**src/sv/wfba_pkg.sv**
```systemverilog
// ---------------------------------------------------------------------------
// wfba_pkg
// shared types and codes for the worst-fit block allocator
// ---------------------------------------------------------------------------
package wfba_pkg;

    localparam int unsigned COUNT_BITS = 5;
    localparam int unsigned SLOT_BITS  = 4;
    localparam int unsigned FIELD_BITS = 16;

    localparam logic KIND_LOAD  = 1'b0;
    localparam logic KIND_ALLOC = 1'b1;

    localparam logic [COUNT_BITS-1:0] BLOCK_COUNT_RESET = 5'd16;

    typedef struct packed {
        logic                  kind;
        logic [SLOT_BITS-1:0]  block_slot;
        logic [FIELD_BITS-1:0] size_value;
        logic                  request_last;
    } req_t;

    typedef struct packed {
        logic [FIELD_BITS-1:0] request_number;
        logic                  granted;
        logic [SLOT_BITS-1:0]  chosen_block;
        logic [FIELD_BITS-1:0] remaining_size;
    } rsp_t;

    typedef enum logic [1:0] {
        ST_IDLE,
        ST_SCAN,
        ST_DRAIN,
        ST_FINISH
    } state_t;

    typedef struct packed {
        logic clear;
        logic sample;
    } cmp_ctl_t;

endpackage

```
**src/sv/wfba_mem.sv**
```systemverilog
// ---------------------------------------------------------------------------
// wfba_mem
// free-size table, one write port and one registered read port
// ---------------------------------------------------------------------------
module wfba_mem #(
    parameter int unsigned DEPTH = 16,
    parameter int unsigned WIDTH = 16,
    parameter int unsigned AW    = 4
) (
    input  logic             clk,
    input  logic             wr_en,
    input  logic [AW-1:0]    wr_addr,
    input  logic [WIDTH-1:0] wr_data,
    input  logic             rd_en,
    input  logic [AW-1:0]    rd_addr,
    output logic [WIDTH-1:0] rd_data
);

    logic [WIDTH-1:0] mem [DEPTH];
    logic [WIDTH-1:0] rd_data_reg;

    always_ff @(posedge clk)
    begin
        if (wr_en)
        begin
            mem[wr_addr] <= wr_data;
        end
    end

    always_ff @(posedge clk)
    begin
        if (rd_en)
        begin
            rd_data_reg <= mem[rd_addr];
        end
    end

    assign rd_data = rd_data_reg;

endmodule

```
**src/sv/wfba_cmp.sv**
```systemverilog
// ---------------------------------------------------------------------------
// wfba_cmp
// shared compare unit, keeps the largest fitting block seen so far
// ---------------------------------------------------------------------------
module wfba_cmp #(
    parameter int unsigned WIDTH = 16,
    parameter int unsigned AW    = 4
) (
    input  logic                clk,
    input  logic                rst_n,
    input  wfba_pkg::cmp_ctl_t  ctl,
    input  logic [WIDTH-1:0]    cand_size,
    input  logic [AW-1:0]       cand_idx,
    input  logic [WIDTH-1:0]    need_size,
    output logic                found,
    output logic [AW-1:0]       best_idx,
    output logic [WIDTH-1:0]    remain
);

    import wfba_pkg::*;

    logic             found_reg;
    logic             found_next;
    logic [AW-1:0]    best_idx_reg;
    logic [WIDTH-1:0] best_size_reg;
    logic             fits;
    logic             better;
    logic             take;

    assign fits       = cand_size >= need_size;
    assign better     = !found_reg || (cand_size > best_size_reg);
    assign take       = ctl.sample && fits && better;
    assign found_next = ctl.clear ? 1'b0 : (found_reg || take);

    always_ff @(posedge clk or negedge rst_n)
    begin
        if (!rst_n)
        begin
            found_reg <= 1'b0;
        end
        else
        begin
            found_reg <= found_next;
        end
    end

    always_ff @(posedge clk)
    begin
        if (!ctl.clear && take)
        begin
            best_idx_reg  <= cand_idx;
            best_size_reg <= cand_size;
        end
    end

    assign found    = found_reg;
    assign best_idx = best_idx_reg;
    assign remain   = best_size_reg - need_size;

endmodule

```
**src/sv/wfba_ctrl.sv**
```systemverilog
// ---------------------------------------------------------------------------
// wfba_ctrl
// scan sequencer: walks the block table one entry per cycle
// ---------------------------------------------------------------------------
module wfba_ctrl #(
    parameter int unsigned AW = 4,
    parameter int unsigned CW = 5
) (
    input  logic                clk,
    input  logic                rst_n,
    input  logic                start,
    input  logic [CW-1:0]       used,
    input  logic                out_free,
    output logic                req_ready,
    output logic                rd_en,
    output logic [AW-1:0]       rd_addr,
    output wfba_pkg::cmp_ctl_t  ctl,
    output logic [AW-1:0]       samp_idx,
    output logic                fire
);

    import wfba_pkg::*;

    state_t        state_reg;
    state_t        state_next;
    logic [CW-1:0] addr_reg;
    logic [CW-1:0] addr_next;
    logic          samp_vld_reg;
    logic [AW-1:0] samp_idx_reg;
    logic [CW-1:0] addr_inc;
    logic          last_issue;

    assign addr_inc   = addr_reg + CW'(1);
    assign last_issue = addr_inc == used;

    // next state
    always_comb
    begin
        state_next = state_reg;
        addr_next  = addr_reg;
        unique case (state_reg)
            ST_IDLE:
            begin
                addr_next = '0;
                if (start)
                begin
                    state_next = (used == '0) ? ST_FINISH : ST_SCAN;
                end
            end
            ST_SCAN:
            begin
                addr_next = addr_inc;
                if (last_issue)
                begin
                    state_next = ST_DRAIN;
                end
            end
            ST_DRAIN:
            begin
                state_next = ST_FINISH;
            end
            ST_FINISH:
            begin
                if (out_free)
                begin
                    state_next = ST_IDLE;
                end
            end
            default:
            begin
                state_next = ST_IDLE;
            end
        endcase
    end

    // outputs
    always_comb
    begin
        req_ready  = 1'b0;
        rd_en      = 1'b0;
        fire       = 1'b0;
        unique case (state_reg)
            ST_IDLE:   req_ready = 1'b1;
            ST_SCAN:   rd_en     = 1'b1;
            ST_DRAIN:  rd_en     = 1'b0;
            ST_FINISH: fire      = out_free;
            default:   req_ready = 1'b0;
        endcase
    end

    always_ff @(posedge clk or negedge rst_n)
    begin
        if (!rst_n)
        begin
            state_reg    <= ST_IDLE;
            addr_reg     <= '0;
            samp_vld_reg <= 1'b0;
        end
        else
        begin
            state_reg    <= state_next;
            addr_reg     <= addr_next;
            samp_vld_reg <= rd_en;
        end
    end

    always_ff @(posedge clk)
    begin
        samp_idx_reg <= addr_reg[AW-1:0];
    end

    assign rd_addr    = addr_reg[AW-1:0];
    assign ctl.clear  = start;
    assign ctl.sample = samp_vld_reg;
    assign samp_idx   = samp_idx_reg;

endmodule

```
**src/sv/worst_fit_block_allocator_unit.sv**
```systemverilog
// load request: written to the table when taken, no response
// allocate request: reads and compares the n blocks in use, response registered once the output is free
// no request is taken while an allocate scans, one table read per block, or waits for a free output
// a request is taken while an earlier response still waits
// reset (rst_n low, asynchronous): block_count 16, numbering 0, sizes unset
// ---------------------------------------------------------------------------
// worst_fit_block_allocator_unit
// worst-fit allocator over a table of block free sizes
// ---------------------------------------------------------------------------
module worst_fit_block_allocator_unit #(
    parameter int unsigned MAX_BLOCKS = 16,
    parameter int unsigned SIZE_BITS  = 16
) (
    input  logic                                  clk,
    input  logic                                  rst_n,
    input  logic                                  req_valid,
    output logic                                  req_ready,
    input  wfba_pkg::req_t                        req_data,
    output logic                                  rsp_valid,
    input  logic                                  rsp_ready,
    output wfba_pkg::rsp_t                        rsp_data,
    input  logic                                  cfg_we,
    input  logic [wfba_pkg::COUNT_BITS-1:0]       cfg_data
);

    import wfba_pkg::*;

    localparam int unsigned AW = (MAX_BLOCKS > 1) ? $clog2(MAX_BLOCKS) : 1;
    localparam int unsigned CW = $clog2(MAX_BLOCKS + 1);

    logic [COUNT_BITS-1:0] block_count_reg;
    logic [FIELD_BITS-1:0] counter_reg;
    logic [FIELD_BITS-1:0] counter_next;
    logic [SIZE_BITS-1:0]  need_reg;
    logic                  last_reg;
    rsp_t                  out_reg;
    rsp_t                  out_next;
    logic                  out_valid_reg;
    logic                  out_valid_next;

    logic [31:0]           used32;
    logic [CW-1:0]         used;
    logic [31:0]           slot32;
    logic [31:0]           size32;
    logic [SIZE_BITS-1:0]  size_in;
    logic                  accept;
    logic                  start;
    logic                  load_wr;
    logic                  out_free;

    logic                  rd_en;
    logic [AW-1:0]         rd_addr;
    logic [SIZE_BITS-1:0]  rd_data;
    cmp_ctl_t              ctl;
    logic [AW-1:0]         samp_idx;
    logic                  fire;
    logic                  found;
    logic [AW-1:0]         best_idx;
    logic [SIZE_BITS-1:0]  remain;
    logic [31:0]           best32;
    logic [31:0]           remain32;

    logic                  wr_en;
    logic [AW-1:0]         wr_addr;
    logic [SIZE_BITS-1:0]  wr_data;

    assign used32  = (32'(block_count_reg) > MAX_BLOCKS) ? MAX_BLOCKS
                                                         : 32'(block_count_reg);
    assign used    = used32[CW-1:0];
    assign slot32  = 32'(req_data.block_slot);
    assign size32  = 32'(req_data.size_value);
    assign size_in = size32[SIZE_BITS-1:0];

    assign accept   = req_valid && req_ready;
    assign start    = accept && (req_data.kind == KIND_ALLOC);
    assign load_wr  = accept && (req_data.kind == KIND_LOAD) && (slot32 < MAX_BLOCKS);
    assign out_free = !out_valid_reg || rsp_ready;

    wfba_ctrl #(
        .AW (AW),
        .CW (CW)
    ) u_ctrl (
        .clk       (clk),
        .rst_n     (rst_n),
        .start     (start),
        .used      (used),
        .out_free  (out_free),
        .req_ready (req_ready),
        .rd_en     (rd_en),
        .rd_addr   (rd_addr),
        .ctl       (ctl),
        .samp_idx  (samp_idx),
        .fire      (fire)
    );

    wfba_mem #(
        .DEPTH (MAX_BLOCKS),
        .WIDTH (SIZE_BITS),
        .AW    (AW)
    ) u_mem (
        .clk     (clk),
        .wr_en   (wr_en),
        .wr_addr (wr_addr),
        .wr_data (wr_data),
        .rd_en   (rd_en),
        .rd_addr (rd_addr),
        .rd_data (rd_data)
    );

    wfba_cmp #(
        .WIDTH (SIZE_BITS),
        .AW    (AW)
    ) u_cmp (
        .clk       (clk),
        .rst_n     (rst_n),
        .ctl       (ctl),
        .cand_size (rd_data),
        .cand_idx  (samp_idx),
        .need_size (need_reg),
        .found     (found),
        .best_idx  (best_idx),
        .remain    (remain)
    );

    // table write: loads when idle, the chosen block at the end of a scan
    assign wr_en   = load_wr || (fire && found);
    assign wr_addr = fire ? best_idx : slot32[AW-1:0];
    assign wr_data = fire ? remain : size_in;

    assign best32   = 32'(best_idx);
    assign remain32 = 32'(remain);

    always_comb
    begin
        out_next                = out_reg;
        out_valid_next          = out_valid_reg;
        counter_next            = counter_reg;
        if (rsp_ready)
        begin
            out_valid_next = 1'b0;
        end
        if (fire)
        begin
            out_valid_next          = 1'b1;
            out_next.request_number = counter_reg;
            out_next.granted        = found;
            out_next.chosen_block   = found ? best32[SLOT_BITS-1:0] : '0;
            out_next.remaining_size = found ? remain32[FIELD_BITS-1:0] : '0;
            counter_next            = last_reg ? '0 : counter_reg + FIELD_BITS'(1);
        end
    end

    always_ff @(posedge clk or negedge rst_n)
    begin
        if (!rst_n)
        begin
            block_count_reg <= BLOCK_COUNT_RESET;
            counter_reg     <= '0;
            out_valid_reg   <= 1'b0;
        end
        else
        begin
            if (cfg_we)
            begin
                block_count_reg <= cfg_data;
            end
            counter_reg   <= counter_next;
            out_valid_reg <= out_valid_next;
        end
    end

    always_ff @(posedge clk)
    begin
        if (start)
        begin
            need_reg <= size_in;
            last_reg <= req_data.request_last;
        end
        out_reg <= out_next;
    end

    assign rsp_valid = out_valid_reg;
    assign rsp_data  = out_reg;

endmodule

```
**config.mk**
```make
export PLATFORM = sky130hd
export DESIGN_NAME = worst_fit_block_allocator_unit
export DESIGN_NICKNAME = d
export VERILOG_FILES = /design/src/sv/wfba_pkg.sv /design/src/sv/wfba_mem.sv /design/src/sv/wfba_cmp.sv /design/src/sv/wfba_ctrl.sv /design/src/sv/worst_fit_block_allocator_unit.sv
export SDC_FILE = /design/constraint.sdc
export NUM_CORES = 1
export LEC_CHECK = 0
export BUFFER_PORTS_ARGS = -buffer_cell sky130_fd_sc_hd__buf_2
export CORE_MARGIN = 2
export CORE_UTILIZATION = 45
export DETAILED_ROUTE_END_ITERATION = 8
export PLACE_DENSITY = 0.7
export SLEW_MARGIN = 20
export SYNTH_ARGS = -nofsm -noshare
export SYNTH_HDL_FRONTEND = slang
export SYNTH_SLANG_ARGS = --single-unit
```
**constraint.sdc**
```tcl
create_clock -name clk -period 8.7 [get_ports clk]
set_input_delay 0 -clock clk [delete_from_list [all_inputs] [get_ports clk]]
set_output_delay 0 -clock clk [all_outputs]
set_load 0.02 [all_outputs]
```
==> flow_summary.yaml <==
status:
  status: "complete, no violations"
place:
  post-dp-hpwl_mm: 21.5
  io_buffers: 70
  globalplace.congestion: 0.819
  place_area_mm2: 0.0170
hold_path:
  whs_path_depth: 3
  hp-start: "req_data[21]"
  hp-class: "primary input to register"
  whs_endpoint: "u_cmp.found$_DFF_PN0_"
power_and_ir_drop:
  peakVddDrop_v: 0.000169
  p_comb_share_pct: 26.1
  switching_power_mw: 1.69
  power_leakage_nw: 6.50
  p_clk_share_pct: 28.5
  swShare_pct: 29.9
  seqPwrFrac_pct: 45.4
  internal_power_mw: 3.97
  powerDensity_mw_per_mm2: 305
worst_setup_path:
  worst_setup_path_start_kind: "register"
  cp_max_fo: 61
  crit_type: "register to register"
  end_kind: "register"
  cp_data_arrival_time_ns: 3.44
  r2r_end: "u_mem.mem[10][7]$_DFFE_PP_"
  reg2reg_depth: 10
  r2r_start: "u_ctrl.state_reg[0]$_DFFE_PN0P_"
  cp_slowest_stage_delay_ns: 0.57
  r2r_slack_ns: 5.45
  crit_path_top_delay_cell: "buf_4"
  critPathMostFrequentCell: "buf_4"
  worstPathCellList: "ha_1 > nand2_1 > buf_4 > inv_2 > buf_4 > o21ai_0 > o21a_1 > nand2b_1 > nor2_1 > buf_4"
  crit_required_ns: 8.89
routing:
  ant_nets: 0
  routed_via_density: 5.52
  drt-total-wl_mm: 32.2
  drtIter0Drc: 732
  post_drt_wl_per_cell_um: 20.9
  vias: 8512
  drt_first_pass_iters: 5
  drc: 0
clock_network:
  cts_buffers: 40
  cts-root-buf: "clkbuf_16"
  cts_setup_buffers: 0
  cts_tree: "yes"
  cts_htree_levels: 2
  cts_sinks: 381
  path_clk_slew_ns: 0.06
  clock_path_buffers: 3
  cts_resized: 0
  hold_buffers: 29
  clock_latency_ns: 0.52
global_route:
  met1_usage_pct: 25.5
  track_usage_pct: 17.9
  grt_util_met2_pct: 29.1
  grt_overflow_total: 0
  grt_pass1_vias: 8555
  antenna_found_initial: 0
  busiest_layer: "met2"
  grt_first_pass_wirelength_mm: 49.8
  grt_max_degree: 62
  grt_util_met3_pct: 2.76
yosys:
  yosys_warnings: 0
  seq_area_frac_synth_pct: 70.3
  ys_seq_elements: 381
  synth_cell_types: 61
  synth_flop_cell: "edfxtp_1"
  netlist_instances: 914
  netlist_area_mm2: 0.0160
  synthesis.nets: 1000
  synth-async-reset-ratio_pct: 8.14
  avgSynthCellArea_um2: 17.5
  synth-edff-count: 346
die:
  design.die.area_mm2: 0.0371
  die_x_um: 193
  fp.coreArea_mm2: 0.0353
  io_pins: 71
  die_h_um: 193
  rows: 69
  initial_utilization_pct: 45.3
sta:
  tightest_slew_ns: 1.05
  hold_viol: 0
  drv_slew: 0
  rsz0062_at_grt: "false"
  fin_tns_setup_ns: 0
  slew_headroom_pct: 30.1
  setup_viol: 0
  period_needed_ns: 3.25
  period_share_pct: 37.3
  max_freq_ghz: 0.308
  fin_skew_ns: 0.0141
final_layout:
  regMostFlops: "u_mem.mem"
  nFillCells: 2752
  n_antenna_cell: 0
  drive_gt1_share_pct: 23.3
  syn2layout_area_growth_pct: 15.8
  final_nets: 1139
  final_cell_area_mm2: 0.0185
  largest_reg_flops: 256
run:
  max_cap_viol_count: 0
layer usage:
metal,wire (um),up-vias
met5,0,-
met4,552,0
met3,1900,40
met2,15400,256
met1,14400,4328
li1,-,3888
cell usage in the layout, fill, tap and decap left out, types with 15 or more instances in the layout:
cell / Yosys / layout
xnor2_1: 15 / 15
buf_2: 9 / 70
ha_1: 53 / 52
mux4_2: 78 / 78
o21ai_0: 21 / 20
clkbuf_16: 0 / 41
nand3_1: 17 / 17
buf_4: 0 / 26
a21oi_1: 30 / 30
dlygate4sd3_1: 0 / 29
nor2_1: 38 / 38
dfrtp_1: 30 / 28
nand2_1: 48 / 48
nor3_1: 21 / 17
inv_1: 44 / 44
edfxtp_1: 346 / 346
critical path, delay by kind of cell (launching register included):
family                   cells  cell delay [ns]
adder cells (fa/ha/maj)      1             0.20
AND/OR/NAND/NOR              3             0.49
buffers and inverters        4             1.22
flip-flops                   1             0.41
AO/OA/AOI/OAI                2             0.58
logic make-up (layout without fill, tap and decap cells):
logic type | count (synthesis) | in the layout | synth area share [%]
and+or+nand+nor | 173 | 173 | 5.21
muxes | 95 | 95 | 12.3
xor gates and xnor gates | 27 | 27 | 1.48
buffers and inverters | 73 | 241 | 1.97
DFF | 381 | 381 | 70.3
adders and majority gates | 54 | 54 | 4.27
AOI/OAI and AO/OA | 111 | 111 | 4.49
cell type report:
class	count	area (um2)	area share (%)
Inverter	45	169	0.911
Sequential cell	381	11300	60.7
Tap cell	461	577	3.11
Timing Repair Buffer	125	836	4.51
Clock buffer	52	1070	5.76
Multi-Input combinational cell	460	4480	24.1
Clock inverter	19	168	0.904
power by group through the flow:
| stage | Sequential, mW | Clock [mW] | Combinational, mW |
|---|---|---|---|
| CTS | 2.58 | 1.64 | 1.48 |
| global route | 2.60 | 1.71 | 1.62 |
| detailed placement | 2.61 | 0 | 1.47 |
| floorplan | 2.56 | 0 | 1.06 |
| global placement | 2.61 | 0 | 1.43 |
| finish | 2.57 | 1.61 | 1.47 |
Yosys cell counts (3+ instances only):
library cell | instances | area, um2
edfxtp_1 | 346 | 10400
mux4_2 | 78 | 1760
ha_1 | 53 | 663
nand2_1 | 48 | 180
inv_1 | 44 | 165
nor2_1 | 38 | 143
a21oi_1 | 30 | 150
dfrtp_1 | 30 | 751
nor3_1 | 21 | 105
o21ai_0 | 21 | 105
nand3_1 | 17 | 85.1
xnor2_1 | 15 | 131
and2_1 | 12 | 75.1
clkbuf_1 | 12 | 45.0
xor2_1 | 12 | 105
a21o_1 | 11 | 82.6
mux2_2 | 11 | 124
nand2b_1 | 11 | 68.8
buf_2 | 9 | 45.0
nand4_1 | 9 | 56.3
a31oi_1 | 7 | 43.8
o21a_1 | 7 | 52.6
nor2b_1 | 5 | 31.3
o21ai_1 | 5 | 25.0
o31ai_1 | 5 | 37.5
buf_1 | 4 | 15.0
dfxtp_1 | 4 | 80.1
mux2i_1 | 4 | 40.0
nor3b_1 | 4 | 30.0
o211ai_1 | 4 | 30.0
a211oi_1 | 3 | 22.5
metrics by stage:
step                      hold WS, ns  power (mW)  util [%]  instances  setup slack [ns]
after floorplan                -0.296        3.62         -        914              5.70
after global placement          0.118        4.04      48.2       1443              5.56
after detailed placement        0.104        4.08      48.2       1443              5.47
after global routing           0.0316        5.93      52.5       1543              5.21
after CTS                      0.0292        5.70      52.5       1543              5.43
final                          0.0183        5.66      52.5       1543              5.45
how the worst max path moves through the flow:
stage / start / endpoint / slack [ns] / depth (start not counted)
3_5_place_dp: u_ctrl.state_reg[0]$_DFFE_PN0P_ / u_mem.mem[10][10]$_DFFE_PP_ / 5.47 / 10
3_3_place_gp: u_ctrl.state_reg[0]$_DFFE_PN0P_ / u_mem.mem[2][9]$_DFFE_PP_ / 5.56 / 10
6_report: u_ctrl.state_reg[0]$_DFFE_PN0P_ / u_mem.mem[10][7]$_DFFE_PP_ / 5.45 / 10
2_1_floorplan: rsp_valid$_DFFE_PN0P_ / u_mem.mem[0][3]$_DFFE_PP_ / 5.70 / 7
5_1_grt: u_ctrl.state_reg[0]$_DFFE_PN0P_ / u_mem.mem[10][7]$_DFFE_PP_ / 5.21 / 10
4_1_cts: u_ctrl.state_reg[0]$_DFFE_PN0P_ / u_mem.mem[10][7]$_DFFE_PP_ / 5.43 / 10
Power figures use the tool's default switching activity.
